**config.mk**
```make
export PLATFORM = sky130hd
export DESIGN_NAME = msg_lerp
export DESIGN_NICKNAME = d
export VERILOG_FILES = /design/src/rtl/msg_pkg.sv /design/src/rtl/msg_lerp.sv
export SDC_FILE = /design/constraint.sdc
export NUM_CORES = 2
export LEC_CHECK = 0
export ABC_AREA = 1
export BUFFER_PORTS_ARGS = -buffer_cell sky130_fd_sc_hd__buf_2
export CELL_PAD_IN_SITES_DETAIL_PLACEMENT = 1
export CELL_PAD_IN_SITES_GLOBAL_PLACEMENT = 2
export CORE_MARGIN = 10
export CORE_UTILIZATION = 40
export CTS_BUF_LIST = sky130_fd_sc_hd__clkbuf_2 sky130_fd_sc_hd__clkbuf_4 sky130_fd_sc_hd__clkbuf_8
export DETAILED_ROUTE_END_ITERATION = 8
export PLACE_DENSITY_LB_ADDON = 0.1
export SETUP_SLACK_MARGIN = 0.15
export SYNTH_ARGS = -nofsm -noshare
export SYNTH_HDL_FRONTEND = slang
export SYNTH_SLANG_ARGS = --single-unit
```
**constraint.sdc**
```tcl
create_clock -name clk -period 9.5 [get_ports clk]
set_clock_uncertainty 0.15 [all_clocks]
set_input_delay 0.95 -clock clk [delete_from_list [all_inputs] [get_ports clk]]
set_output_delay 0.95 -clock clk [all_outputs]
set_load 0.1 [all_outputs]
```
**src/rtl/msg_pkg.sv**
```systemverilog
// shared types and constants for the multi-stop colour gradient core
// no dependencies; imported by every module of the block
`default_nettype none

package msg_pkg;

    localparam int MAX_SEGMENT_DEF = 1024;
    localparam int NUM_STOPS_DEF   = 5;
    localparam int PIPE_STAGES     = 12;

    localparam int OFF_W      = 10;
    localparam int POS_W      = 16;
    localparam int CHAN_W     = 8;
    localparam int CNT_W      = 3;
    localparam int LEN_REG_W  = 11;
    localparam int CFG_IDX_W  = 3;
    localparam int CFG_DATA_W = 40;

    localparam logic [CHAN_W-1:0] DIM_SCALE = 8'd26;

    typedef enum logic [CFG_IDX_W-1:0] {
        REG_STOP_COUNT     = 3'd0,
        REG_STOP_A         = 3'd1,
        REG_STOP_B         = 3'd2,
        REG_STOP_C         = 3'd3,
        REG_STOP_D         = 3'd4,
        REG_STOP_E         = 3'd5,
        REG_SEGMENT_LENGTH = 3'd6,
        REG_FADE_ENABLE    = 3'd7
    } cfg_reg_t;

    // index 2 red, 1 green, 0 blue
    typedef logic [2:0][CHAN_W-1:0] rgb_t;

    typedef struct packed {
        logic [POS_W-1:0] pos;
        rgb_t             color;
    } stop_t;

    typedef struct packed {
        logic              scale_on;
        logic              dim_on;
        logic [CHAN_W-1:0] scale;
    } fade_t;

endpackage

`default_nettype wire

```
**src/rtl/msg_lerp.sv**
```systemverilog
// stop pair search and per-channel linear interpolation with floor
// stages: select, multiply, sum, two divide stages; uses msg_pkg
`default_nettype none

module msg_lerp
    import msg_pkg::*;
#(
    parameter int NUM_STOPS = NUM_STOPS_DEF
)
(
    input  wire logic             clk,
    input  wire logic [4:0]       stage_en,
    input  wire logic [POS_W-1:0] position,
    input  wire stop_t            stops [NUM_STOPS],
    input  wire logic [CNT_W-1:0] n_eff,
    output rgb_t                  color
);

    localparam int PW = 2 * CHAN_W + POS_W;
    localparam int NW = CHAN_W + POS_W;

    // select stage
    logic [POS_W-1:0] den_reg;
    logic [POS_W-1:0] num_reg;
    rgb_t             c1_reg;
    rgb_t             c2_reg;

    logic [POS_W-1:0] den_next;
    logic [POS_W-1:0] num_next;
    rgb_t             c1_next;
    rgb_t             c2_next;

    always_comb
    begin : select
        logic             found;
        logic [POS_W-1:0] plo;
        logic [POS_W-1:0] phi;
        rgb_t             clo;
        rgb_t             chi;
        found = 1'b0;
        plo   = stops[0].pos;
        phi   = stops[0].pos;
        clo   = stops[0].color;
        chi   = stops[0].color;
        for (int j = 0; j < NUM_STOPS - 1; j++)
        begin
            if (!found && (CNT_W'(j + 1) < n_eff) && (position >= stops[j].pos)
                && (position <= stops[j+1].pos))
            begin
                found = 1'b1;
                plo   = stops[j].pos;
                phi   = stops[j+1].pos;
                clo   = stops[j].color;
                chi   = stops[j+1].color;
            end
        end
        if (n_eff == '0)
        begin
            clo = '0;
            chi = '0;
        end
        den_next = phi - plo;
        num_next = position - plo;
        if (den_next == '0)
        begin
            den_next = POS_W'(1);
            num_next = '0;
        end
        c1_next = clo;
        c2_next = chi;
    end

    always_ff @(posedge clk)
    begin
        if (stage_en[0])
        begin
            den_reg <= den_next;
            num_reg <= num_next;
            c1_reg  <= c1_next;
            c2_reg  <= c2_next;
        end
    end

    // multiply, sum and divide stages
    logic [PW-1:0]    m1_reg  [3];
    logic [PW-1:0]    m2_reg  [3];
    logic [POS_W-1:0] den2_reg;
    logic [NW-1:0]    tot_reg [3];
    logic [POS_W-1:0] den3_reg;
    logic [POS_W-1:0] rem_reg [3];
    logic [3:0]       quo_reg [3];
    logic [3:0]       low_reg [3];
    logic [POS_W-1:0] den4_reg;
    rgb_t             color_reg;

    for (genvar k = 0; k < 3; k++) begin : g_chan
        logic [POS_W-1:0] rem_hi;
        logic [3:0]       quo_hi;
        logic [CHAN_W-1:0] quo_lo;

        always_comb
        begin : div_hi
            logic [POS_W:0]   t;
            logic [POS_W-1:0] r;
            logic [3:0]       q;
            r = tot_reg[k][NW-1:CHAN_W];
            q = '0;
            for (int j = 0; j < 4; j++)
            begin
                t = {r, tot_reg[k][CHAN_W-1-j]};
                if (t >= {1'b0, den3_reg})
                begin
                    t = t - {1'b0, den3_reg};
                    q = {q[2:0], 1'b1};
                end
                else
                begin
                    q = {q[2:0], 1'b0};
                end
                r = t[POS_W-1:0];
            end
            rem_hi = r;
            quo_hi = q;
        end

        always_comb
        begin : div_lo
            logic [POS_W:0]    t;
            logic [POS_W-1:0]  r;
            logic [CHAN_W-1:0] q;
            r = rem_reg[k];
            q = {4'b0, quo_reg[k]};
            for (int j = 0; j < 4; j++)
            begin
                t = {r, low_reg[k][3-j]};
                if (t >= {1'b0, den4_reg})
                begin
                    t = t - {1'b0, den4_reg};
                    q = {q[CHAN_W-2:0], 1'b1};
                end
                else
                begin
                    q = {q[CHAN_W-2:0], 1'b0};
                end
                r = t[POS_W-1:0];
            end
            quo_lo = q;
        end

        always_ff @(posedge clk)
        begin
            if (stage_en[1])
            begin
                m1_reg[k] <= PW'(c1_reg[k]) * PW'(den_reg - num_reg);
                m2_reg[k] <= PW'(c2_reg[k]) * PW'(num_reg);
            end
            if (stage_en[2])
            begin
                tot_reg[k] <= NW'(m1_reg[k] + m2_reg[k]);
            end
            if (stage_en[3])
            begin
                rem_reg[k] <= rem_hi;
                quo_reg[k] <= quo_hi;
                low_reg[k] <= tot_reg[k][3:0];
            end
            if (stage_en[4])
            begin
                color_reg[k] <= quo_lo;
            end
        end
    end

    always_ff @(posedge clk)
    begin
        if (stage_en[1])
        begin
            den2_reg <= den_reg;
        end
        if (stage_en[2])
        begin
            den3_reg <= den2_reg;
        end
        if (stage_en[3])
        begin
            den4_reg <= den3_reg;
        end
    end

    assign color = color_reg;

endmodule

`default_nettype wire

```
## Word level (Yosys, flattened, before mapping)

Memory sizes are Yosys's and may differ from the RTL's. A register that Yosys moved wholly into a read port is not among the register bits.
Cells that the tools add are included.
Widths: inputs -> output; s select.

- Bits in registers: 152
- Bits in latches: 0
- RAM bits: 312
- Bits in read-only memories: 0
- Word-level logic and storage cells: 173
- Memories kept: 6

Memories:

| memory | depth | bits a word | rd ports | clocked after memory_dff | write ports | RTL line | text |
|---|---|---|---|---|---|---|---|
| m1_reg | 3 | 32 | 3 | 0 | 3 | msg_lerp.sv:85 | `logic [PW-1:0] m1_reg [3];` |
| m2_reg | 3 | 24 | 3 | 0 | 3 | msg_lerp.sv:86 | `logic [PW-1:0] m2_reg [3];` |
| tot_reg | 3 | 24 | 3 | 0 | 3 | msg_lerp.sv:88 | `logic [NW-1:0] tot_reg [3];` |
| rem_reg | 3 | 16 | 3 | 0 | 3 | msg_lerp.sv:90 | `logic [POS_W-1:0] rem_reg [3];` |
| low_reg | 3 | 4 | 3 | 0 | 3 | msg_lerp.sv:92 | `logic [3:0] low_reg [3];` |
| quo_reg | 3 | 4 | 3 | 3 | 3 | msg_lerp.sv:91 | `logic [3:0] quo_reg [3];` |

- $add $sub $neg: 27
- Multipliers: 6
- Divide/modulo/power cells: 0
- Order comparisons: 36
- Equality and inequality tests: 0
- Shift operators: 0
- Multiplexer cells: 68
- Bitwise operators: 0
- Reduce and logical (&&, ||, !) cells: 16

Operators by type and width:

| operator | count |
|---|---|
| $mux 16 | 28 |
| $ge 17x16->1 | 24 |
| $sub 16x16->16 | 23 |
| $mux 24 | 7 |
| $add 24x24->24 | 3 |
| $mul 8x16->24 | 3 |
| $ge 16x16->1 | 4 |
| $le 16x16->1 | 4 |
| $mul 8x32->32 | 2 |
| $mux 1 | 33 |
| $mul 9x17->26 | 1 |
| $sub 16x16->17 | 1 |
| $logic_not 16->1 | 1 |
| $logic_and 1x1->1 | 11 |
| $lt 2x3->1 const A | 2 |
| $logic_not 1->1 | 3 |
| $logic_not 3->1 | 1 |
| $lt 1x3->1 const A | 1 |
| $lt 3x3->1 const A | 1 |

## Longest topological paths before layout

- Depth in word-level cells: 21
- Gate-level depth with buffers: 60
- Depth with buffers taken out: 56

## Worst setup path after synthesis

No wires, ideal clock.

- Kind: reg2reg
- From: reg den3_reg[1]
- To: mem rem_reg[0][10] (data pin)
- Library setup time: 0.252 ns
- Arrival time: 7.760 ns
- Slack: 1.338 ns
- Stages on the path, launching flop included: 52
- Clock period less this slack: 8.162 ns
- Path through: edfxtp_1 > inv_1 > ha_1 > nand3_1 > nand2_2 > nand2_2 > o21bai_4 > nand3_2 > nand2_2 > nand2_2 > nand2_2 > inv_1 > buf_2 > buf_2 > nand2_1 > o21ai_1 > ha_1 > inv_1 > (+16 left out) > a211oi_2 > nand2_4 > inv_6 > buf_12 > nand2_1 > o21ai_2 > ha_1 > a21oi_1 > nand2_1 > a21boi_1 > o21bai_1 > a21oi_1 > o21ai_0 > a211oi_4 > nand3_4 > buf_6 > nand2_1 > nand2_1

RTL lines:

| what | RTL line | text |
|---|---|---|
| from (decl) | msg_lerp.sv:89 | `logic [POS_W-1:0] den3_reg;` |
| from (signal assigned) | msg_lerp.sv:182 | `den3_reg <= den2_reg;` |
| to (decl) | msg_lerp.sv:90 |  |

==> results.md <==
- Layout cells sized above 1: 8.73%
- Post-DP HPWL: 212,000 um
- Critical Path AT: 9.29 ns
- Post-route minimum period: 8.76 ns
- # setup viols final: 0
- Vias: 60,600
- WHS Endpoint: low_reg[0][8]
- Unrepaired setup endpoints after global routing: yes
- FF-to-FF Start: den3_reg[4]
- Count leader, synth: nand2_1
- Post-synth EDFFs: 440
- Final #Nets: 10,700
- Iter 0 DRT Violations: 2,797
- Placed Area: 0.0723 mm2
- Maximum clock insertion buffer count: 3
- Chip Height: 434 um
- GRT Total Usage: 26.8%
- Routed wire length: 254,000 um
- WS Path Type: reg -> reg
- CTS root buffer: clkbuf_8
- Die area: 0.188 mm2
- Final period utilization: 92.2%
- Post-synthesis simple-gate area fraction: 19.6%
- Hold depth: 0
- Fin. max-slew vios: 0
- HP Start: tot_reg[0][48]
- Post-synth net total: 10,400
- Post-synthesis compound-gate area fraction: 12.4%
- Mapped Avg Cell Area: 7.78 um2
- Initial antenna violation count: 49
- Synth area leader: edfxtp_1
- Setup TNS: 0 ns
- Crit path buf inv count: 8
- Area growth from synthesis to layout: 9.43%
- DR WL/cell: 22.4 um
- Main synth FF type: edfxtp_1
- Vias per cell: 5.34
- Cells on worst reg2reg path: 45
- Die Wd: 434 um
- Cell Rows: 151
- Synth Area in Adders: 32.4%
- Worst-Margin Slew: 1.10 ns
- Core ar.: 0.170 mm2
- Post-synthesis sequential area ratio: 19.3%
- Post-synthesis async set-or-reset flop share: 0%
- CTS sink count: 440
- Xor/xnor cell area share of the yosys netlist: 6.45%
- Largest net degree at the start of global routing: 90
- CP startpoint kind: flip-flop
- Fin util: 44.1%
- Min-delay worst type: reg -> reg
- CP endpoint kind: flip-flop
- H-tree depth: 3
- CP required: 10.03 ns
- FMAX: 0.114 GHz
- Critical path's top delay family: compound AO/OA/AOI/OAI gates
- Crit path top cell by count: nand2_1
- Fin area: 0.0749 mm2
- Worst Path Max Fanout: 21
- Cells after Synth: 8,790
- Status: finished, final reports clean
- Final hold violation count: 0
- RePlAce Congestion: 0.923
- CTS tree: yes
- Max_slew headroom: 26.5%
- MaxCap Viol Count: 0
- Top post-synthesis cells by area: edfxtp_1, fa_1, ha_1
- Post-synthesis register bit count: 440
- Worst-skew pair later-pin latency: 0.84 ns
- Hold buffer count at CTS: 0
- Synthesized cell area: 0.0684 mm2
- Largest family of logic cells by synthesized area: adder cells
- RR Endpoint: rem_reg[0][9]
- Drt pass-1 iters: 7
- Remaining global-route overflow: 0
- Number of global-route vias before repair: 65,300
- First-pass GRT wire length: 388,000 um
- IO Count: 249
- CP max stage delay: 0.41 ns
- TritonCTS Buffers: 91
- R2r setup slk: 0.74 ns
- Netlist cell types: 71
- PortBufs: 248
- Synth Warn #: 0
- Mux cell area share after synthesis: 0%
- Initial Util: 40.3%
- # DRC: 0
- Crit-path slowest cell: o21ai_0
- Top cells by count, synth: nand2_1, inv_1, ha_1, a21oi_1, fa_1
- Synth top area share: 19.3%
- ANT nets after route: 0
- Clk pin slew, worst setup/hold paths: 0.06 ns
-- cell usage in the layout, fill, tap and decap left out, types with 16 or more instances in the layout --
cell / count
o221ai_1: 20
o21ai_2: 16
a21o_1: 53
o21bai_1: 58
o211ai_1: 59
xnor2_1: 197
buf_4: 182
fa_1: 592
clkinvlp_4: 18
nand2_1: 2111
clkbuf_8: 92
a31oi_1: 57
nand4_1: 78
nand2_2: 38
or2_2: 27
o21ai_1: 102
inv_2: 26
edfxtp_1: 440
clkinv_2: 18
nor2_1: 462
buf_2: 244
a21boi_0: 17
inv_1: 1424
nor3_1: 54
ha_1: 819
xor2_1: 307
nor4_1: 17
clkinv_1: 25
a21oi_1: 605
nand3_1: 312
o21ai_0: 403
o21a_1: 29
-- layout make-up --
type	count	area (um2)
clock buffer	105	1360
fill	20900	94800
sequential	440	13200
antenna	15	37.5
timing repair inverter	1	7.51
timing repair buffer	433	2710
multi-input combinational	6609	48600
tap	2218	2780
inverter	1472	5610
clock inverter	61	556
-- worst max path at each step --
stage,start,end,slack (ns),cells after the start
after floorplan,den3_reg[1],rem_reg[0][10],1.34,51
after detailed placement,den4_reg[13],color[0],-0.02,49
after CTS,den3_reg[6],rem_reg[0][25],0.15,50
after global placement,den4_reg[13],color[0],0.18,48
final,den3_reg[4],rem_reg[0][9],0.74,45
after global routing,den4_reg[4],color[0],0.06,55
-- repair_timing --
item / 4_1_cts / 5_1_grt
resized for setup: 3 / 71
pin swaps: 0 / 15
setup buffers: 0 / 40
gates cloned: 0 / 4
endpoints found under the setup margin: 1 / 53
-- kinds of logic after synthesis --
logic type,after synthesis
simple gates,3193
buf+inv,1744
compound gates,1495
fa+ha+maj,1414
xor+xnor,504
flops,440
-- per-stage QoR --
stage          std cells  hold slack, ns  worst slack, ns
2_1_floorplan       8790           0.250             1.34
3_3_place_gp       11100           0.251            0.179
4_1_cts            11300           0.265            0.155
3_5_place_dp       11100           0.255          -0.0178
6_report           11400           0.267            0.738
5_1_grt            11300           0.272           0.0580
-- metal layers --
metal	vias up	GRT usage, %	wire, um
met5	-	0	173
met4	26	10.3	10600
met3	408	2.83	8560
met2	1051	48.4	127000
met1	30100	32.6	108000
li1	29000	-	-
Power is not shown: default switching activity piles up to over one toggle a cycle in this logic, so the estimate is an artifact.
