<file path="src/rtl/msg_pkg.sv">
// shared types and constants for the multi-stop colour gradient core
// no dependencies; imported by every module of the block
`default_nettype none

package msg_pkg;

    localparam int MAX_SEGMENT_DEF = 1024;
    localparam int NUM_STOPS_DEF   = 5;
    localparam int PIPE_STAGES     = 12;

    localparam int OFF_W      = 10;
    localparam int POS_W      = 16;
    localparam int CHAN_W     = 8;
    localparam int CNT_W      = 3;
    localparam int LEN_REG_W  = 11;
    localparam int CFG_IDX_W  = 3;
    localparam int CFG_DATA_W = 40;

    localparam logic [CHAN_W-1:0] DIM_SCALE = 8'd26;

    typedef enum logic [CFG_IDX_W-1:0] {
        REG_STOP_COUNT     = 3'd0,
        REG_STOP_A         = 3'd1,
        REG_STOP_B         = 3'd2,
        REG_STOP_C         = 3'd3,
        REG_STOP_D         = 3'd4,
        REG_STOP_E         = 3'd5,
        REG_SEGMENT_LENGTH = 3'd6,
        REG_FADE_ENABLE    = 3'd7
    } cfg_reg_t;

    // index 2 red, 1 green, 0 blue
    typedef logic [2:0][CHAN_W-1:0] rgb_t;

    typedef struct packed {
        logic [POS_W-1:0] pos;
        rgb_t             color;
    } stop_t;

    typedef struct packed {
        logic              scale_on;
        logic              dim_on;
        logic [CHAN_W-1:0] scale;
    } fade_t;

endpackage

`default_nettype wire

</file>
<file path="src/rtl/msg_fade.sv">
// top fade scale: floor(255 * (10 b^3 - 9 a^3) / (10 b^3)) and fade flags
// cube stages then a four-stage restoring divider; uses msg_pkg
`default_nettype none

module msg_fade
    import msg_pkg::*;
#(
    parameter int MAX_SEGMENT = MAX_SEGMENT_DEF,
    parameter int LEN_W       = 11
)
(
    input  wire logic             clk,
    input  wire logic [8:0]       stage_en,
    input  wire logic [OFF_W-1:0] pixel_offset,
    input  wire logic [LEN_W-1:0] len_eff,
    input  wire logic             fade_on,
    output fade_t                 fade
);

    localparam int BW   = $clog2(11 * MAX_SEGMENT + 1);
    localparam int TW   = ((BW > OFF_W + 5) ? BW : OFF_W + 5) + 1;
    localparam int DW   = 3 * BW + 4;
    localparam int NW   = DW + 8;
    localparam int NDIV = 4;

    // progress terms
    logic [TW-1:0] off_x;
    logic [TW-1:0] len_x;
    logic [TW-1:0] off20;
    logic [TW-1:0] off10;
    logic [TW-1:0] len9;
    logic [TW-1:0] len11;
    logic [TW-1:0] a_full;
    logic          above;
    logic          dim;

    assign off_x  = TW'(pixel_offset);
    assign len_x  = TW'(len_eff);
    assign off20  = (off_x << 4) + (off_x << 2);
    assign off10  = (off_x << 3) + (off_x << 1);
    assign len9   = (len_x << 3) + len_x;
    assign len11  = (len_x << 3) + (len_x << 1) + len_x;
    assign above  = off20 >= len9;
    assign dim    = off10 >= len9;
    assign a_full = (off20 - len9 > len11) ? len11 : off20 - len9;

    logic [1:0]      flag_reg [8];
    logic [BW-1:0]   a_reg;
    logic [BW-1:0]   b_reg;
    logic [BW-1:0]   a2v_reg;
    logic [2*BW-1:0] a_sq_reg;
    logic [2*BW-1:0] b_sq_reg;
    logic [BW-1:0]   b2v_reg;
    logic [3*BW-1:0] a_cu_reg;
    logic [3*BW-1:0] b_cu_reg;
    logic [NW-1:0]   n_reg;
    logic [DW-1:0]   d_reg;
    logic [DW-1:0]   d_pipe_reg [NDIV];
    logic [DW-1:0]   rem_reg    [NDIV];
    logic [7:0]      quo_reg    [NDIV];
    logic [7:0]      low_reg    [NDIV];
    fade_t           fade_reg;

    logic [DW-1:0] d_next;
    logic [DW-1:0] m_next;

    assign d_next = (DW'(b_cu_reg) << 3) + (DW'(b_cu_reg) << 1);
    assign m_next = d_next - ((DW'(a_cu_reg) << 3) + DW'(a_cu_reg));

    always_ff @(posedge clk)
    begin
        if (stage_en[0])
        begin
            flag_reg[0] <= {fade_on && above, fade_on && above && dim};
            a_reg       <= BW'(a_full);
            b_reg       <= BW'(len11);
        end
        if (stage_en[1])
        begin
            a_sq_reg <= (2*BW)'(a_reg) * (2*BW)'(a_reg);
            b_sq_reg <= (2*BW)'(b_reg) * (2*BW)'(b_reg);
            a2v_reg  <= a_reg;
            b2v_reg  <= b_reg;
        end
        if (stage_en[2])
        begin
            a_cu_reg <= (3*BW)'(a_sq_reg) * (3*BW)'(a2v_reg);
            b_cu_reg <= (3*BW)'(b_sq_reg) * (3*BW)'(b2v_reg);
        end
        if (stage_en[3])
        begin
            d_reg <= d_next;
            n_reg <= (NW'(m_next) << 8) - NW'(m_next);
        end
        if (stage_en[8])
        begin
            fade_reg.scale_on <= flag_reg[7][1];
            fade_reg.dim_on   <= flag_reg[7][0];
            fade_reg.scale    <= quo_reg[NDIV-1];
        end
    end

    for (genvar k = 1; k < 8; k++) begin : g_flag
        always_ff @(posedge clk)
        begin
            if (stage_en[k])
            begin
                flag_reg[k] <= flag_reg[k-1];
            end
        end
    end

    for (genvar g = 0; g < NDIV; g++) begin : g_div
        logic [DW-1:0] rem_src;
        logic [7:0]    quo_src;
        logic [7:0]    low_src;
        logic [DW-1:0] d_src;
        logic [DW-1:0] rem_next;
        logic [7:0]    quo_next;

        if (g == 0) begin : g_first
            assign rem_src = DW'(n_reg >> 8);
            assign quo_src = '0;
            assign low_src = n_reg[7:0];
            assign d_src   = d_reg;
        end
        else begin : g_rest
            assign rem_src = rem_reg[g-1];
            assign quo_src = quo_reg[g-1];
            assign low_src = low_reg[g-1];
            assign d_src   = d_pipe_reg[g-1];
        end

        always_comb
        begin : steps
            logic [DW:0]   t;
            logic [DW-1:0] r;
            logic [7:0]    q;
            r = rem_src;
            q = quo_src;
            for (int j = 0; j < 2; j++)
            begin
                t = {r, low_src[7 - 2*g - j]};
                if (t >= {1'b0, d_src})
                begin
                    t = t - {1'b0, d_src};
                    q = {q[6:0], 1'b1};
                end
                else
                begin
                    q = {q[6:0], 1'b0};
                end
                r = t[DW-1:0];
            end
            rem_next = r;
            quo_next = q;
        end

        always_ff @(posedge clk)
        begin
            if (stage_en[4 + g])
            begin
                rem_reg[g]    <= rem_next;
                quo_reg[g]    <= quo_next;
                low_reg[g]    <= low_src;
                d_pipe_reg[g] <= d_src;
            end
        end
    end

    assign fade = fade_reg;

endmodule

`default_nettype wire
</file>
<file path="config.mk">
export PLATFORM = sky130hd
export DESIGN_NAME = msg_fade
export DESIGN_NICKNAME = d
export VERILOG_FILES = /design/src/rtl/msg_pkg.sv /design/src/rtl/msg_fade.sv
export SDC_FILE = /design/constraint.sdc
export NUM_CORES = 2
export LEC_CHECK = 0
export ABC_AREA = 1
export BUFFER_PORTS_ARGS = -buffer_cell sky130_fd_sc_hd__buf_2
export CORE_MARGIN = 2
export CORE_UTILIZATION = 65
export CTS_BUF_LIST = sky130_fd_sc_hd__clkbuf_8
export DETAILED_ROUTE_END_ITERATION = 8
export PLACE_DENSITY = 0.78
export SYNTH_ARGS = -nofsm -noshare
export SYNTH_HDL_FRONTEND = slang
export SYNTH_SLANG_ARGS = --single-unit
</file>
<file path="constraint.sdc">
create_clock -name clk -period 17.43 [get_ports clk]
set_input_delay 2.6145 -clock clk [delete_from_list [all_inputs] [get_ports clk]]
set_output_delay 2.6145 -clock clk [all_outputs]
set_load 0.05 [all_outputs]
</file>
=== Word-level counts from Yosys, hierarchy flattened ===
Memories as Yosys holds them, arrays and structs flattened. A register that Yosys moved wholly into a read port is not among the register bits.
Cells that the tools add are included.

* Bits in registers: 296
* RAM bits: 448
* Word-level logic and storage cells: 83
* Memories kept: 5

{| class="wikitable"
|+ Memories
! name !! words !! bits a word !! read ports !! clocked after memory_dff !! write ports !! RTL line !! text
|-
| d_pipe_reg || 4 || 46 || 3 || 0 || 4 || msg_fade.sv:58 || <nowiki>logic [DW-1:0] d_pipe_reg [NDIV];</nowiki>
|-
| rem_reg || 4 || 46 || 3 || 0 || 4 || msg_fade.sv:59 || <nowiki>logic [DW-1:0] rem_reg [NDIV];</nowiki>
|-
| low_reg || 4 || 8 || 3 || 0 || 4 || msg_fade.sv:61 || <nowiki>logic [7:0] low_reg [NDIV];</nowiki>
|-
| quo_reg || 4 || 8 || 4 || 1 || 4 || msg_fade.sv:60 || <nowiki>logic [7:0] quo_reg [NDIV];</nowiki>
|-
| flag_reg || 8 || 2 || 8 || 1 || 8 || msg_fade.sv:47 || <nowiki>logic [1:0] flag_reg [8];</nowiki>
|}

* Add/subtract/negate cells: 18
* Multiply operators: 4
* $lt $le $gt $ge: 11
* Multiplexer cells: 33
* Reductions and logical operators: 2

{| class="wikitable"
|+ Operators by type and width
! operator !! count
|-
| subtractor 46 bit || 9
|-
| greater-or-equal comparator 47 x 46 -> 1 bit || 8
|-
| two-way mux 46 bit || 8
|-
| multiplier 28 x 14 -> 42 bit || 2
|-
| multiplier 14 x 14 -> 28 bit || 2
|-
| subtractor 54 x 46 -> 54 bit || 1
|-
| adder 45 x 42 -> 46 bit || 1
|-
| adder 45 x 43 -> 46 bit || 1
|-
| adder 14 x 12 -> 15 bit || 2
|-
| two-way mux 1 bit || 24
|-
| adder 15 x 11 -> 16 bit || 1
|-
| > comparator 16 bit || 1
|-
| subtractor 15 x 15 -> 16 bit || 1
|-
| adder 14 x 11 -> 15 bit || 1
|-
| greater-or-equal comparator 14 x 15 -> 1 bit || 1
|-
| greater-or-equal comparator 15 bit || 1
|-
| adder 13 x 11 -> 14 bit || 1
|-
| two-way mux 14 bit || 1
|-
| logical AND 1 bit || 2
|}

=== Longest topological paths before layout ===
An unclocked memory read counts as a cell.

* Depth in word-level cells: 5
* Depth in mapped cells: 41
* Depth with buffers taken out: 41

=== Least setup slack after synthesis ===
No wires, ideal clock.

* Path type: input to register
* Start: input port len_eff[2]
* End: register a_reg[10] (data pin)
* Library setup time: 0.253 ns
* Data arrival time: 6.136 ns
* Data required time: 17.177 ns
* Path slack: 11.042 ns
* Stages: 29
* Path through: ha_1 a21oi_1 inv_1 a31oi_1 xor2_1 ha_1 a21oi_1 a21boi_0 nand2_1 a21oi_1 o21bai_1 a21oi_1 o21bai_1 nand3_1 nand2_1 nand2_1 nand2_1 ha_1 nand2_1 inv_1 nand2_1 nor2_1 nand2_1 nand3_1 a21oi_1 a41o_1 clkbuf_1 nand3_1 nand2_1

* Longest elaborated chain between the ends: 4
* Elaborated cells between the ends (all ways): 6

{| class="wikitable"
|+ Ends and longest elaborated chain
! what !! RTL line !! text
|-
| start: declaration || msg_fade.sv:15 || <nowiki>input wire logic [LEN_W-1:0] len_eff,</nowiki>
|-
| adder 14 x 11 -> 15 bit or adder 14 x 12 -> 15 bit (tied branches) || msg_fade.sv:41, msg_fade.sv:42 ||
|-
| subtractor 15 x 15 -> 16 bit or adder 15 x 11 -> 16 bit (tied branches) || msg_fade.sv:45, msg_fade.sv:42 ||
|-
| > comparator 16 bit || msg_fade.sv:45 || <nowiki>assign a_full = (off20 - len9 > len11) ? len11 : off20 - len9;</nowiki>
|-
| two-way mux 14 bit * || msg_fade.sv:45 ||
|-
| via a_full[10] || msg_fade.sv:33 || <nowiki>logic [TW-1:0] a_full;</nowiki>
|-
| end signal: assignment || msg_fade.sv:75 || <nowiki>a_reg <= BW'(a_full);</nowiki>
|-
| end: declaration || msg_fade.sv:48 || <nowiki>logic [BW-1:0] a_reg;</nowiki>
|}

The timed path passes the listed nets; every way through them passes the cells marked *.
A chain may end at the register's enable or synchronous reset.

==> flow_metrics.py <==
metrics = {
    "die": {
        "dieArea_mm2": 0.141,
        "rows": 136,
        "design.core.area_mm2": 0.137,
        "io_pins": 42,
        "start_util_pct": 65.4,
        "die_x_um": 376,
        "die_y_um": 376,
    },
    "cells_and_area": {
        "final_layout_size_suffix_gt1_share_pct": 3.54,
        "largest_reg_flops": 137,
        "fin_nets": 13348,
        "area_growth_pct": 4.58,
    },
    "timing": {
        "layout_setup_ws_ns": 9.41,
        "setup_tns_ns": 0,
        "finalSetupViolations": 0,
        "fin_crit_sh_pct": 46.0,
        "holdWs_ns": 0.408,
        "final_max_slew_viol_count": 0,
        "rsz0062_at_grt": "no",
        "hold_viol": 0,
        "worstMarginPinSlew_ns": 1.45,
        "slew_headroom_pct": 3.11,
        "skew_ns": 0.0895,
        "timing.final.crit_period_ns": 8.02,
        "fmax_mhz": 125,
    },
    "drt": {
        "dr.pass1.iters": 8,
        "via_count": 81639,
        "wl_per_cell_um": 23.0,
        "via_per_inst": 6.10,
        "drtIter0Drc": 7990,
        "final_antenna_net_count": 0,
        "route.detailed.drc": 0,
        "drt-total-wl_um": 308000,
    },
    "setup_path": {
        "reg2reg_from": "rem_reg[2][33]",
        "critPathCaptureType": "flop",
        "arrival_ns": 8.73,
        "start_kind": "flop",
        "r2r-end": "quo_reg[3][0]",
        "r2r_setup_slack_ns": 9.41,
        "r2r_cells": 23,
        "slowest_delay_ns": 1.12,
        "crit_chain": "ha_1 -> a21oi_1 -> o21a_1 -> o21ai_0 -> nand3_1 -> nand4_1 -> a21oi_1 -> nand3_2 -> inv_2 -> o21ai_0 -> ha_1 -> nand2_1 -> nor2_1 -> nand2_1 -> nor3_1 -> nand2_1 -> o311ai_0 -> o21ai_0 -> nand2_1 -> nand2_1 -> nand2_1 -> nand2_1 -> nand3_1",
        "crit_start": "rem_reg[2][33]",
        "cp_slowest_cell": "inv_2",
        "crit_type": "flop to flop",
        "cp_max_fo": 62,
        "required_ns": 18.14,
        "endpoint": "quo_reg[3][0]",
        "crit_top_cell": "nand2_1",
    },
    "synthesis": {
        "synth_top_cells_by_area": "edfxtp_1, fa_1, ha_1",
        "yosysMostFrequentCell": "nand2_1",
        "synth_top_cell_by_area": "edfxtp_1",
        "ys_seq_area_share_pct": 20.4,
        "synth-edff-count": 611,
        "ys_seq_elements": 611,
        "yosys_warnings": 0,
        "synth_top_area_share_pct": 20.4,
        "synth_flop_cell": "edfxtp_1",
        "synth_cells": 11527,
        "synth_cell_types": 65,
        "avgSynthCellArea_um2": 7.79,
        "netlist_top_cells_count": "nand2_1, inv_1, ha_1",
        "syn-cell-area_mm2": 0.0898,
        "synthArstFlopShare_pct": 0,
    },
    "clocking": {
        "path_clk_slew_ns": 0.07,
        "clk_path_buf_depth": 3,
        "postCtsSetupBuffers": 0,
        "cts_hold_buf": 0,
        "tritoncts": "yes",
        "cts.sinks": 611,
        "cts-root-buf": "clkbuf_8",
        "clk_latency_ns": 0.88,
        "cts.htree.levels": 3,
        "cts_made_buffers": 112,
        "cts_resized": 0,
    },
    "global_routing": {
        "first_global_vias": 85012,
        "grt_usage_pct": 43.8,
        "antenna_found_initial": 12,
        "grt_pass1_wl_um": 472000,
        "grt_max_degree": 76,
        "overflow": 0,
    },
    "outcome": {
        "status": "completed",
    },
    "placed_design": {
        "port_buffers": 41,
        "dp_hpwl_um": 253000,
        "globalplace.congestion": 1.15,
        "pre_cts_ws_ns": 9.59,
    },
    "job": {
        "max_cap_viol_count": 0,
    },
    "hold_path": {
        "hp-class": "flop to flop",
    },
}
==> worst min path at each step <==
stage / slack (ns) / cells after the start / to / startpoint
after floorplan: 0.40 / 0 / fade[0] / quo_reg[3][0]
after global placement: 0.40 / 0 / fade[8] / flag_reg[7][0]
after detailed placement: 0.40 / 0 / quo_reg[3][3] / quo_reg[2][1]
after CTS: 0.41 / 0 / quo_reg[2][3] / quo_reg[1][1]
after global routing: 0.42 / 0 / quo_reg[3][7] / quo_reg[2][5]
final: 0.41 / 0 / quo_reg[2][3] / quo_reg[1][1]
==> worst max-delay path, delay by kind of cell, from the launching register on <==
kind	cells	cell delay, ns
buffers and inverters	1	1.12
and+or+nand+nor	13	3.30
AOI/OAI and AO/OA	7	2.25
DFF	1	0.39
adders and majority gates	2	0.71
==> placed cells by master (no fill, tap or decap), drive strengths merged, types with 47 or more instances in the layout <==
cell type,netlist,layout
a21o,76,76
a21oi,788,788
a31oi,132,132
buf,67,82
clkbuf,182,112
clkinv,0,56
edfxtp,611,611
fa,893,893
ha,939,939
inv,2304,2327
nand2,2738,2738
nand3,387,387
nand4,66,66
nor2,785,785
nor3,82,82
o21a,47,47
o21ai,585,585
o21bai,50,50
xnor2,232,232
xor2,321,321
==> cells by family after synthesis <==
| kind of cell | share of synthesized area, % |
|---|---|
| muxes | 0.0125 |
| adders and majority gates | 33.0 |
| xor gates and xnor gates | 5.43 |
| other | 0.00837 |
| DFF | 20.4 |
| and+or+nand+nor | 18.8 |
| AOI/OAI and AO/OA | 11.4 |
| buffers and inverters | 10.9 |
==> per-layer routing <==
metal / routed length [um] / track usage, %
met1: 98800 / 45.3
met2: 148000 / 75.2
met3: 27500 / 9.36
met4: 33200 / 38.9
met5: 71 / 0
==> cell type report <==
type,instances,area [um^2]
inverters,2304,8650
well taps,1794,2240
flip-flops and latches,611,18300
fillers,10831,43400
clock inverters,99,873
multi-input cells,8373,61700
repair buffers,82,528
diodes,8,20.0
clock buffers,112,1540
==> per-stage QoR <==
| stage | area (um^2) | std cells | util [%] |
|---|---|---|---|
| 2_1_floorplan | 89800 | 11537 | - |
| 3_3_place_gp | 91400 | 13164 | 66.6 |
| 3_5_place_dp | 91400 | 13164 | 66.6 |
| 4_1_cts | 93900 | 13375 | 68.3 |
| 5_1_grt | 93900 | 13377 | 68.4 |
| 6_report | 93900 | 13383 | 68.4 |
Power is left out: the tool's default activity adds up to more than one toggle a clock period on the data nets, which glitch-free logic cannot reach.
