===== src/rtl/msg_pkg.sv =====
// shared types and constants for the multi-stop colour gradient core
// no dependencies; imported by every module of the block
`default_nettype none

package msg_pkg;

    localparam int MAX_SEGMENT_DEF = 1024;
    localparam int NUM_STOPS_DEF   = 5;
    localparam int PIPE_STAGES     = 12;

    localparam int OFF_W      = 10;
    localparam int POS_W      = 16;
    localparam int CHAN_W     = 8;
    localparam int CNT_W      = 3;
    localparam int LEN_REG_W  = 11;
    localparam int CFG_IDX_W  = 3;
    localparam int CFG_DATA_W = 40;

    localparam logic [CHAN_W-1:0] DIM_SCALE = 8'd26;

    typedef enum logic [CFG_IDX_W-1:0] {
        REG_STOP_COUNT     = 3'd0,
        REG_STOP_A         = 3'd1,
        REG_STOP_B         = 3'd2,
        REG_STOP_C         = 3'd3,
        REG_STOP_D         = 3'd4,
        REG_STOP_E         = 3'd5,
        REG_SEGMENT_LENGTH = 3'd6,
        REG_FADE_ENABLE    = 3'd7
    } cfg_reg_t;

    // index 2 red, 1 green, 0 blue
    typedef logic [2:0][CHAN_W-1:0] rgb_t;

    typedef struct packed {
        logic [POS_W-1:0] pos;
        rgb_t             color;
    } stop_t;

    typedef struct packed {
        logic              scale_on;
        logic              dim_on;
        logic [CHAN_W-1:0] scale;
    } fade_t;

endpackage

`default_nettype wire


===== src/rtl/msg_pos_div.sv =====
// position divider: offset * 32768 / (length - 1), saturated to 16 bits
// four register stages of four restoring steps each; uses msg_pkg
`default_nettype none

module msg_pos_div
    import msg_pkg::*;
#(
    parameter int LEN_W = 11
)
(
    input  wire logic             clk,
    input  wire logic [3:0]       stage_en,
    input  wire logic [OFF_W-1:0] pixel_offset,
    input  wire logic [LEN_W-1:0] divisor,
    output logic      [POS_W-1:0] position
);

    localparam int STEPS = 4;
    localparam int NSTG  = POS_W / STEPS;
    localparam int CW    = (OFF_W > LEN_W + 1) ? OFF_W : LEN_W + 1;

    logic [LEN_W-1:0] rem_reg [NSTG];
    logic [POS_W-1:0] quo_reg [NSTG];
    logic             ovf_reg [NSTG];

    logic [LEN_W-1:0] start_rem;
    logic             ovf;

    assign start_rem = LEN_W'(pixel_offset >> 1);
    assign ovf       = CW'(pixel_offset) >= (CW'(divisor) << 1);

    for (genvar g = 0; g < NSTG; g++) begin : g_stage
        logic [LEN_W-1:0] rem_src;
        logic [POS_W-1:0] quo_src;
        logic             ovf_src;
        logic             first_bit;
        logic [LEN_W-1:0] rem_next;
        logic [POS_W-1:0] quo_next;

        if (g == 0) begin : g_first
            assign rem_src   = start_rem;
            assign quo_src   = '0;
            assign ovf_src   = ovf;
            assign first_bit = pixel_offset[0];
        end
        else begin : g_rest
            assign rem_src   = rem_reg[g-1];
            assign quo_src   = quo_reg[g-1];
            assign ovf_src   = ovf_reg[g-1];
            assign first_bit = 1'b0;
        end

        always_comb
        begin : steps
            logic [LEN_W:0]   t;
            logic [LEN_W-1:0] r;
            logic [POS_W-1:0] q;
            r = rem_src;
            q = quo_src;
            for (int j = 0; j < STEPS; j++)
            begin
                t = {r, (j == 0) ? first_bit : 1'b0};
                if (t >= {1'b0, divisor})
                begin
                    t = t - {1'b0, divisor};
                    q = {q[POS_W-2:0], 1'b1};
                end
                else
                begin
                    q = {q[POS_W-2:0], 1'b0};
                end
                r = t[LEN_W-1:0];
            end
            rem_next = r;
            quo_next = q;
        end

        always_ff @(posedge clk)
        begin
            if (stage_en[g])
            begin
                rem_reg[g] <= rem_next;
                quo_reg[g] <= quo_next;
                ovf_reg[g] <= ovf_src;
            end
        end
    end

    assign position = ovf_reg[NSTG-1] ? '1 : quo_reg[NSTG-1];

endmodule

`default_nettype wire


===== config.mk =====
export PLATFORM = sky130hd
export DESIGN_NAME = msg_pos_div
export DESIGN_NICKNAME = d
export VERILOG_FILES = /design/src/rtl/msg_pkg.sv /design/src/rtl/msg_pos_div.sv
export SDC_FILE = /design/constraint.sdc
export NUM_CORES = 1
export LEC_CHECK = 0
export BUFFER_PORTS_ARGS = -buffer_cell sky130_fd_sc_hd__buf_4
export CAP_MARGIN = 40
export CORE_MARGIN = 10
export CORE_UTILIZATION = 47
export DETAILED_ROUTE_END_ITERATION = 10
export HOLD_SLACK_MARGIN = 0.06
export MAX_ROUTING_LAYER = met4
export PLACE_DENSITY = 0.67
export SKIP_CTS_REPAIR_TIMING = 1
export SLEW_MARGIN = 20
export SYNTH_ARGS = -nofsm -noshare
export SYNTH_HDL_FRONTEND = slang
export SYNTH_SLANG_ARGS = --single-unit

===== constraint.sdc =====
create_clock -name clk -period 16.95 [get_ports clk]
set_input_delay 1.695 -clock clk [delete_from_list [all_inputs] [get_ports clk]]
set_output_delay 1.695 -clock clk [all_outputs]
set_load 0.02 [all_outputs]

# ---- Word level (Yosys, flattened, before mapping)
# Memories as Yosys holds them, arrays and structs flattened.
# Cells that the tools add are included.
dict set report word_totals {
  out_inout_bits 16
  mem_count 3
  ramBits 112
  reg_bits 0
  in_bits 26
}
dict set report classes {
  add_sub_neg 16
  n_mux 41
  order_cmp 17
}
# memory words width rd rd_clocked_by_memory_dff wr line_no
set mem_list {}
lappend mem_list {quo_reg 4 16 4 0 4 msg_pos_div.sv:23} ;# logic [POS_W-1:0] quo_reg [NSTG];
lappend mem_list {rem_reg 4 11 3 0 4 msg_pos_div.sv:22} ;# logic [LEN_W-1:0] rem_reg [NSTG];
lappend mem_list {ovf_reg 4 1 4 0 4 msg_pos_div.sv:24} ;# logic ovf_reg [NSTG];
# operator n
set op_table {}
lappend op_table {{$ge A12 B11 Y1} 15}
lappend op_table {{$mux W11} 16}
lappend op_table {{$sub A11 B11 Y11} 15}
lappend op_table {{$mux W1} 24}
lappend op_table {{$mux W16} 1}
lappend op_table {{$ge A10 B12 Y1} 1}
lappend op_table {{$ge A10 B11 Y1} 1}
lappend op_table {{$sub A10 B11 Y11} 1}

# ---- Longest topological paths before layout
# Gate-level depths: netlist (run 1).
# An unclocked memory read counts as a cell.
dict set report logic_depth {
  word_depth 9
  depth_mapped 42
}

# ---- Worst setup path after synthesis (run 1)
# Ideal clock, no wire load.
dict set report synth_timing {
  path_kind {input to register}
  from {input port divisor[0]}
  to {memory rem_reg[1][2], data pin}
  arrival_ns 9.808
  path_buffers 6
  slack_ns 6.880
  cell_stages 38
  setup_ns 0.262
  required_ns 16.688
  cell_sequence {buf_2 buf_2 inv_1 clkbuf_1 ha_1 and3_1 nand3_1 a31o_2 nand2_1 buf_2 mux2_2 ha_1 or4_1 o211ai_1 a31oi_2 o41ai_4 o2111ai_2 buf_4 [... 2 more ...] and2_1 o21ai_0 a31oi_1 nor2_1 a21boi_2 inv_2 mux2_2 ha_1 and2_1 a311o_1 nor3_1 a21oi_1 a41oi_1 a21o_1 o211ai_1 mux2_2 buf_2 mux2_1}
}
# element line_no
set synth_rtl {}
lappend synth_rtl {{from (decl)} msg_pos_div.sv:14} ;# input wire logic [LEN_W-1:0] divisor,
lappend synth_rtl {{to (decl)} msg_pos_div.sv:22}

==> summary.md, run 1 <==
| Metric | Value |
|---|---|
| Grt ovf | 0 |
| Critical path's most frequent cell | ha_1 |
| Filler instances | 2296 |
| Fmax | 0.09177 GHz |
| Post-synth ARST share | 0% |
| IO Pins | 42 |
| Crit path max fanout | 16 |
| Synthesis Warnings | 0 |
| Largest area contributor in the netlist | edfxtp_1 |
| Final setup vio count | 0 |
| Slowest CP cell | a211oi_2 |
| Post-synthesis sequential area ratio | 19.66% |
| Vias | 10130 |
| H-tree levels | 3 |
| Wire per inst | 17.10 µm |
| CP bufs+invs | 4 |
| Levels on crit path | 34 |
| HP Class | register to register |
| Share of the synthesized area in the top cell type | 19.66% |
| ANT nets after route | 0 |
| Largest net degree at the start of global routing | 41 |
| Cell row count | 57 |
| Die area | 0.03175 mm² |
| FF-to-FF Start | rem_reg[0][0]$_SDFFCE_PN0P_ |
| Starting Density | 48.08% |
| # nets final | 1601 |
| Register-to-Register Path Depth | 34 |
| Largest register FFs | 40 |
| Worst Max-Slew Pin Slew | 0.7961 ns |
| Fin crit period | 10.90 ns |
| Initial drt markers | 551 |
| Synth Area in Simple Gates | 17.63% |
| GRT Overall Usage | 18.98% |
| Post-synth net total | 1557 |
| Most used DFF post-synth | edfxtp_1 |
| Synth Area in XOR/XNOR | 7.521% |
| Clock Tree Root | clkbuf_16 |
| Max-slew violations | 0 |
| Worst-Skew Late Latency | 0.35 ns |
| Synth Area in Adders | 19.15% |
| Sum Neg Setup Slack | 0 ns |
| Gpl congestion | 0.9622 |
| Initial antenna violation count | 0 |
| Clock transition at path regs | 0.06 ns |
| WP data arrival | 10.98 ns |
| Core area | 0.02446 mm² |
| Reg2reg setup slack | 7.42 ns |
| CTS tree | yes |
| EDFF count, synth | 77 |
| Port Buffers | 41 |
| Area grow syn2layout | 8.553% |
| Fin crit share | 64.29% |
| Worst Setup Start Kind | primary input |
| Main area contributors after synthesis | edfxtp_1 20%, ha_1 18%, mux2_2 6.1% |
| Crit Path Category | primary input to register |
| Max-cap check violation count | 0 |
| Reg2reg end | rem_reg[1][2]$_DFFE_PP_ |
| Hold Slack | 0.4158 ns |
| Number of synthesized register bits | 77 |
| Setup crit end kind | register |
| Setup crit end | rem_reg[0][7]$_DFFE_PP_ |
| CP peak stage delay | 0.63 ns |
| Unrepaired setup endpoints after global routing | false |
| WL final | 29510 µm |
| Avg Synthesized Cell Area | 8.686 µm² |
| Vias in the first global route | 9648 |
| Hold Crit Depth | 0 |
| Status | finished clean |
| Setup Skew | 0.007745 ns |
| CTS Buf Count | 9 |
| Main combinational cell family by area after synthesis | compound AO/OA/AOI/OAI gates |
| Synth Area in Compound Gates | 21.71% |
| Cells after Synth | 1354 |
| # diodes | 0 |
| Post-synth cell types | 84 |
| Avg Vias per Cell | 5.870 |
| Hpwl dp | 22710 µm |
| Clock Path Buffers | 2 |
| Chip height | 178.2 µm |
| Final hold vios | 0 |
| CTS Sinks | 77 |
| Chip width | 178.2 µm |
| Drt drc | 0 |
| Crit. Startpoint | divisor[7] |
| Area of the mapped netlist | 0.01176 mm² |
| Required @ worst endpoint | 17.03 ns |
| Worst slew margin | 45.56% |
| Ratio of cells with drive above 1 in the final layout | 14.34% |
| TritonRoute pass-1 iters | 5 |
| First-pass GRT wire length | 48090 µm |
| Crit-path leading delay family | compound AO/OA/AOI/OAI gates |
| Post-synthesis mux area share | 10.83% |
-- kinds of logic after synthesis --
group / Yosys count
adder cells (fa/ha/maj): 177
AND/OR/NAND/NOR: 417
flip-flops: 77
AO/OA/AOI/OAI: 373
multiplexers: 110
buffers and inverters: 99
XOR/XNOR: 101
-- routing by layer --
metal / GRT usage (%) / up-vias / share of wire (%)
met5: - / - / 0
met4: 4.203 / 0 / 1.3
met3: 2.431 / 28 / 3.9
met2: 31.61 / 202 / 47
met1: 24.12 / 4713 / 48
li1: - / 5189 / -
-- through the flow --
stage	worst slack (ns)	instance area, µm²	instances	utilization [%]
finish	6.053	12770	1726	52.19
global route	5.403	12770	1726	52.19
CTS	5.873	12740	1724	52.10
detailed placement	5.552	12450	1709	50.91
global placement	5.333	12430	1707	50.83
floorplan	6.880	11760	1354	-
-- worst min path at each step --
stage,start,endpoint,slack (ns)
after global routing,quo_reg[2][5]$_DFFE_PP_,quo_reg[3][9]$_DFFE_PP_,0.42
after CTS,quo_reg[1][3]$_DFFE_PP_,quo_reg[2][7]$_DFFE_PP_,0.41
final,quo_reg[1][3]$_DFFE_PP_,quo_reg[2][7]$_DFFE_PP_,0.42
after floorplan,ovf_reg[0]$_DFFE_PP_,ovf_reg[1]$_DFFE_PP_,0.40
after global placement,quo_reg[1][3]$_DFFE_PP_,quo_reg[2][7]$_DFFE_PP_,0.40
after detailed placement,quo_reg[1][7]$_DFFE_PP_,quo_reg[2][11]$_DFFE_PP_,0.40
-- cell usage in the layout, fill, tap and decap left out, types with 11 or more instances in the layout --
cell type,instances
nor2_1,133
nand4_1,15
xor2_1,30
and3_1,12
nand3_1,31
mux2_1,18
o21ai_0,69
o21bai_1,12
buf_4,55
a21oi_1,102
a211oi_1,13
ha_1,172
a21o_1,37
mux2_2,64
a31oi_1,14
o211ai_1,12
nand2b_1,23
o21a_1,21
nor4_1,11
mux2_4,14
mux2i_1,14
nand2_1,68
nor2b_1,23
edfxtp_1,77
nor3_1,34
or2_2,24
xnor2_1,71
inv_1,70
-- final cells by class --
class | instances | area, µm² | area share [%]
Clock inverter | 5 | 62.56 | 0.4900
Inverter | 75 | 281.5 | 2.205
Sequential cell | 77 | 2312 | 18.11
Tap cell | 324 | 405.4 | 3.175
Multi-Input combinational cell | 1178 | 9037 | 70.79
Clock buffer | 10 | 229.0 | 1.793
Timing Repair Buffer | 57 | 439.2 | 3.440
-- cells in the mapped netlist (10+ instances only) --
library cell / number
a211oi_1: 13
a21o_1: 37
a21oi_1: 102
a31oi_1: 14
and3_1: 12
clkbuf_1: 10
edfxtp_1: 77
ha_1: 172
inv_1: 70
mux2_1: 18
mux2_2: 64
mux2_4: 14
mux2i_1: 14
nand2_1: 68
nand2b_1: 23
nand3_1: 31
nand4_1: 15
nor2_1: 133
nor2b_1: 23
nor3_1: 34
nor4_1: 11
o211ai_1: 12
o21a_1: 21
o21ai_0: 69
o21bai_1: 12
o311ai_0: 10
or2_2: 24
xnor2_1: 71
xor2_1: 30
Power of run 1 is not shown: default switching activity piles up to over one toggle a cycle in this logic, so the estimate is an artifact.
==> run 2: changes to the inputs <==
==> constraint.sdc (replaced) <==
create_clock -name clk -period 10.75 [get_ports clk]
set_input_delay 1.075 -clock clk [delete_from_list [all_inputs] [get_ports clk]]
set_output_delay 1.075 -clock clk [all_outputs]
set_load 0.02 [all_outputs]
==> run 2 against run 1 <==
Net effect: via count up 1.6%; hold slack better by 0.0031 ns; cell area grew 0.67%; sequential share of layout area down 0.12 points; register-to-register slack lost 6.1 ns; cell count rose by 0.70%; worst setup slack worse by 5.2 ns; critical path depth grew 2; die area unchanged; clock skew increased by 0.0094 ns; first-iteration DRC count up 17%; critical endpoint is now rem_reg[1][2]$_DFFE_PP_; highest routed layer unchanged.
==> summary.md, run 2 (same netlist as run 1, synthesis figures left out) <==
| Metric | Value |
|---|---|
| ANT nets after route | 0 |
| Wire per inst | 18.10 µm |
| Max-slew violations | 0 |
| H-tree levels | 3 |
| Worst-Skew Late Latency | 0.36 ns |
| Largest register FFs | 40 |
| Area grow syn2layout | 9.276% |
| Placed insts | 1722 |
| Area of the multi-input gates | 0.009037 mm² |
| GRT Overall Usage | 20.34% |
| Core area | 0.02446 mm² |
| Final cell count without fillers | 1738 |
| Vias in the first global route | 9733 |
| WL final | 31460 µm |
| Grt ovf | 0 |
| TritonRoute pass-1 iters | 5 |
| WP data arrival | 10.00 ns |
| Status | finished clean |
| HP Class | register to register |
| Setup crit end kind | register |
| Starting Density | 48.08% |
| CTS tree | yes |
| First-pass GRT wire length | 50750 µm |
| Final hold vios | 0 |
| Drt drc | 0 |
| Chip width | 178.2 µm |
| Fin crit period | 9.913 ns |
| Vias | 10290 |
| Crit path max fanout | 15 |
| Filler instances | 2243 |
| Worst Setup Start Kind | primary input |
| Gpl congestion | 0.9523 |
| Avg Vias per Cell | 5.923 |
| Worst Max-Slew Pin Slew | 0.8376 ns |
| Most common cell after layout, fill and taps aside | ha_1 |
| Most frequent cells in the layout | 172 x ha_1, 133 x nor2_1, 102 x a21oi_1, 77 x edfxtp_1, 71 x xnor2_1 |
| Unrepaired setup endpoints after global routing | false |
| CTS Sinks | 77 |
| Chip height | 178.2 µm |
| Critical path's most frequent cell | ha_1 |
| Slowest CP cell | or4_1 |
| Die area | 0.03175 mm² |
| Hold Slack | 0.4189 ns |
| Worst slew margin | 44.16% |
| Port Buffers | 41 |
| Sum Neg Setup Slack | 0 ns |
| Clock transition at path regs | 0.06 ns |
| Ratio of cells with drive above 1 in the final layout | 15.13% |
| Largest net degree at the start of global routing | 26 |
| # diodes | 0 |
| # nets final | 1612 |
| Clock Path Buffers | 2 |
| IO Pins | 42 |
| Setup Skew | 0.01718 ns |
| Fin crit share | 92.21% |
| Hpwl dp | 25060 µm |
| Fmax | 0.1009 GHz |
| Clock Tree Root | clkbuf_16 |
| CP peak stage delay | 0.53 ns |
| Crit Path Category | primary input to register |
| CTS Buf Count | 9 |
| Required @ worst endpoint | 10.84 ns |
| Initial antenna violation count | 1 |
| Cell row count | 57 |
| Sequential cell area | 0.002312 mm² |
| Initial drt markers | 644 |
| Final setup vio count | 0 |
| Max-cap check violation count | 0 |
==> run 2: cell count changes in the layout (fill, tap and decap cells not counted), sizes merged <==
cell	previous run	this run
buf	57	68
clkbuf	10	9
clkinv	2	1
clkinvlp	2	1
inv	75	79
==> run 2: per-stage QoR <==
step                util [%]  worst slack (ns)  instance area, µm²
global placement       51.29            0.7287               12550
CTS                    52.54            0.8382               12850
detailed placement     51.29            0.5079               12550
finish                 52.54            0.8372               12850
floorplan                  -             1.300               11760
global route           52.54            0.1278               12850
==> run 2: final timing paths <==
check,from,to,slack [ns],cells past startpoint
worst max-delay path,divisor[1],rem_reg[1][2]$_DFFE_PP_,0.84,36
worst min-delay path,quo_reg[1][6]$_DFFE_PP_,quo_reg[2][10]$_DFFE_PP_,0.42,0
worst max register to register,rem_reg[0][0]$_SDFFCE_PN0P_,rem_reg[1][2]$_DFFE_PP_,1.35,34
worst min register to register,quo_reg[1][6]$_DFFE_PP_,quo_reg[2][10]$_DFFE_PP_,0.42,0
==> run 2: final cells by class <==
cell class / instances / share of cell area, %
clock buffer: 9 / 1.752
clock inverter: 7 / 0.6231
inverter: 75 / 2.190
multi-input combinational: 1178 / 70.32
sequential: 77 / 17.99
tap: 324 / 3.154
timing repair buffer: 68 / 3.972
==> run 2: worst max-delay path: cells and delay by family <==
| family | cells | cell delay, ns |
|---|---|---|
| adders and majority gates | 5 | 1.37 |
| and+or+nand+nor | 8 | 1.90 |
| AOI/OAI and AO/OA | 14 | 3.03 |
| muxes | 5 | 1.96 |
| buffers and inverters | 4 | 0.67 |
==> run 2: routing by layer <==
metal	up-vias	GRT usage (%)	routed length, µm
li1	5198	-	-
met1	4813	25.52	14280
met2	239	32.94	14670
met3	44	3.298	1702
met4	0	6.338	809
met5	-	-	0
Power of run 2 is left out for the same reason.
==> run 3: changes to the inputs <==
==> constraint.sdc (replaced) <==
create_clock -name clk -period 9.8 [get_ports clk]
set_input_delay 0.98 -clock clk [delete_from_list [all_inputs] [get_ports clk]]
set_output_delay 0.98 -clock clk [all_outputs]
set_load 0.02 [all_outputs]
==> run 3 against run 2 <==
Net effect: die area stayed put; worst setup slack worse by 0.37 ns; hold slack worse by 0.0095 ns; critical endpoint is now rem_reg[2][2]$_DFFE_PP_; largest cell class unchanged; highest routed layer unchanged.
==> summary.md, run 3 (same netlist as run 1, synthesis figures left out) <==
| Metric | Value |
|---|---|
| Area of placed instances | 0.01267 mm² |
| Final worst setup slack | 0.4719 ns |
| Crit Path Category | primary input to register |
| # nets final | 1630 |
| Chip width | 178.2 µm |
| Clock transition at path regs | 0.06 ns |
| TritonRoute pass-1 iters | 5 |
| Final Cell Area | 0.01302 mm² |
| Filler instances | 2350 |
| Initial antenna violation count | 0 |
| Max-cap check violation count | 0 |
| Port Buffers | 41 |
| Worst slew margin | 45.23% |
| Grt met3 use | 2.579% |
| Gpl congestion | 0.9747 |
| Required @ worst endpoint | 9.90 ns |
| CP peak stage delay | 0.47 ns |
| Final hold vios | 0 |
| Vias | 10360 |
| Worst Max-Slew Pin Slew | 0.8186 ns |
| CTS tree | yes |
| Most common cell after layout, fill and taps aside | ha_1 |
| Met1 Track Usage GR | 24.84% |
| Wire per inst | 17.92 µm |
| Worst-Skew Late Latency | 0.35 ns |
| Cell row count | 57 |
| HP Class | register to register |
| Unrepaired setup endpoints after global routing | true |
| FF-to-FF Start | rem_reg[0][0]$_SDFFCE_PN0P_ |
| Max-slew violations | 0 |
| Grt ovf | 0 |
| GRT busiest layer | met2 |
| Initial drt markers | 679 |
| Grt met2 use | 34.27% |
| Area grow syn2layout | 10.68% |
| IO Pins | 42 |
| Most frequent cells in the layout | 172 x ha_1, 133 x nor2_1, 101 x a21oi_1, 86 x buf_4, 77 x edfxtp_1 |
| Drt drc | 0 |
| Fin crit period | 9.328 ns |
| WL final | 31470 µm |
| CTS Sinks | 77 |
| Avg Vias per Cell | 5.899 |
| WP data arrival | 9.42 ns |
| Final setup vio count | 0 |
| Slowest CP cell | fa_1 |
| Clock Tree Root | clkbuf_16 |
| Crit path max fanout | 12 |
| CTS Buf Count | 9 |
| Status | finished clean |
| Fmax | 0.1072 GHz |
| # diodes | 0 |
| Clock Path Buffers | 2 |
| GRT Overall Usage | 20.38% |
| Hold_sp | quo_reg[2][3]$_DFFE_PP_ |
| Crit. Startpoint | divisor[0] |
| H-tree levels | 3 |
| ANT nets after route | 0 |
| Place WS | 0.02378 ns |
| First-pass GRT wire length | 50680 µm |
| Largest register FFs | 40 |
| Die area | 0.03175 mm² |
| Fin crit share | 95.18% |
| Core area | 0.02446 mm² |
| Largest net degree at the start of global routing | 29 |
| Chip height | 178.2 µm |
| Hold Slack | 0.4094 ns |
| Vias in the first global route | 9965 |
| Setup crit end kind | register |
| Starting Density | 48.08% |
| Setup Skew | 0.006360 ns |
| Worst Setup Start Kind | primary input |
| Ratio of cells with drive above 1 in the final layout | 16.34% |
| Hpwl dp | 25500 µm |
-- run 3: cell count changes in the layout (fill, tap and decap cells not counted), moves of 2 or more --
cell	delta
inv_6	-2
buf_4	+18
nand3_2	+2
nand3_1	-2
-- run 3: critical path: cells and delay by family --
kind	cells	cell delay (ns)
compound gates	12	3.14
simple gates	7	1.51
mux	4	1.46
fa+ha+maj	4	1.38
buf+inv	5	0.90
-- run 3: final timing paths --
| path | cells after the start | slack, ns | end |
|---|---|---|---|
| hold / removal | 0 | 0.41 | quo_reg[3][7]$_DFFE_PP_ |
| setup reg to reg | 34 | 0.99 | rem_reg[1][4]$_DFFE_PP_ |
| setup / recovery | 32 | 0.47 | rem_reg[2][2]$_DFFE_PP_ |
| hold reg to reg | 0 | 0.41 | quo_reg[3][7]$_DFFE_PP_ |
-- run 3: metal layers --
| metal | vias up | wire (µm) |
|---|---|---|
| li1 | 5252 | - |
| met1 | 4826 | 14440 |
| met2 | 214 | 15030 |
| met3 | 66 | 1094 |
| met4 | 0 | 904 |
| met5 | - | 0 |
-- run 3: cell type report --
| type | count | area, µm² | area share, % |
|---|---|---|---|
| inverters | 75 | 281.5 | 2.163 |
| flip-flops and latches | 77 | 2312 | 17.76 |
| clock inverters | 6 | 62.56 | 0.4806 |
| well taps | 324 | 405.4 | 3.114 |
| repair buffers | 86 | 645.6 | 4.960 |
| multi-input cells | 1178 | 9081 | 69.76 |
| clock buffers | 10 | 229.0 | 1.759 |
-- run 3: stage by stage --
stage | instances | TNS (ns) | util, %
finish | 1756 | 0 | 53.21
global route | 1756 | -0.02854 | 53.21
CTS | 1755 | 0 | 53.01
detailed placement | 1739 | 0 | 51.81
global placement | 1739 | 0 | 51.81
floorplan | 1354 | 0 | -
Power of run 3 is left out for the same reason.
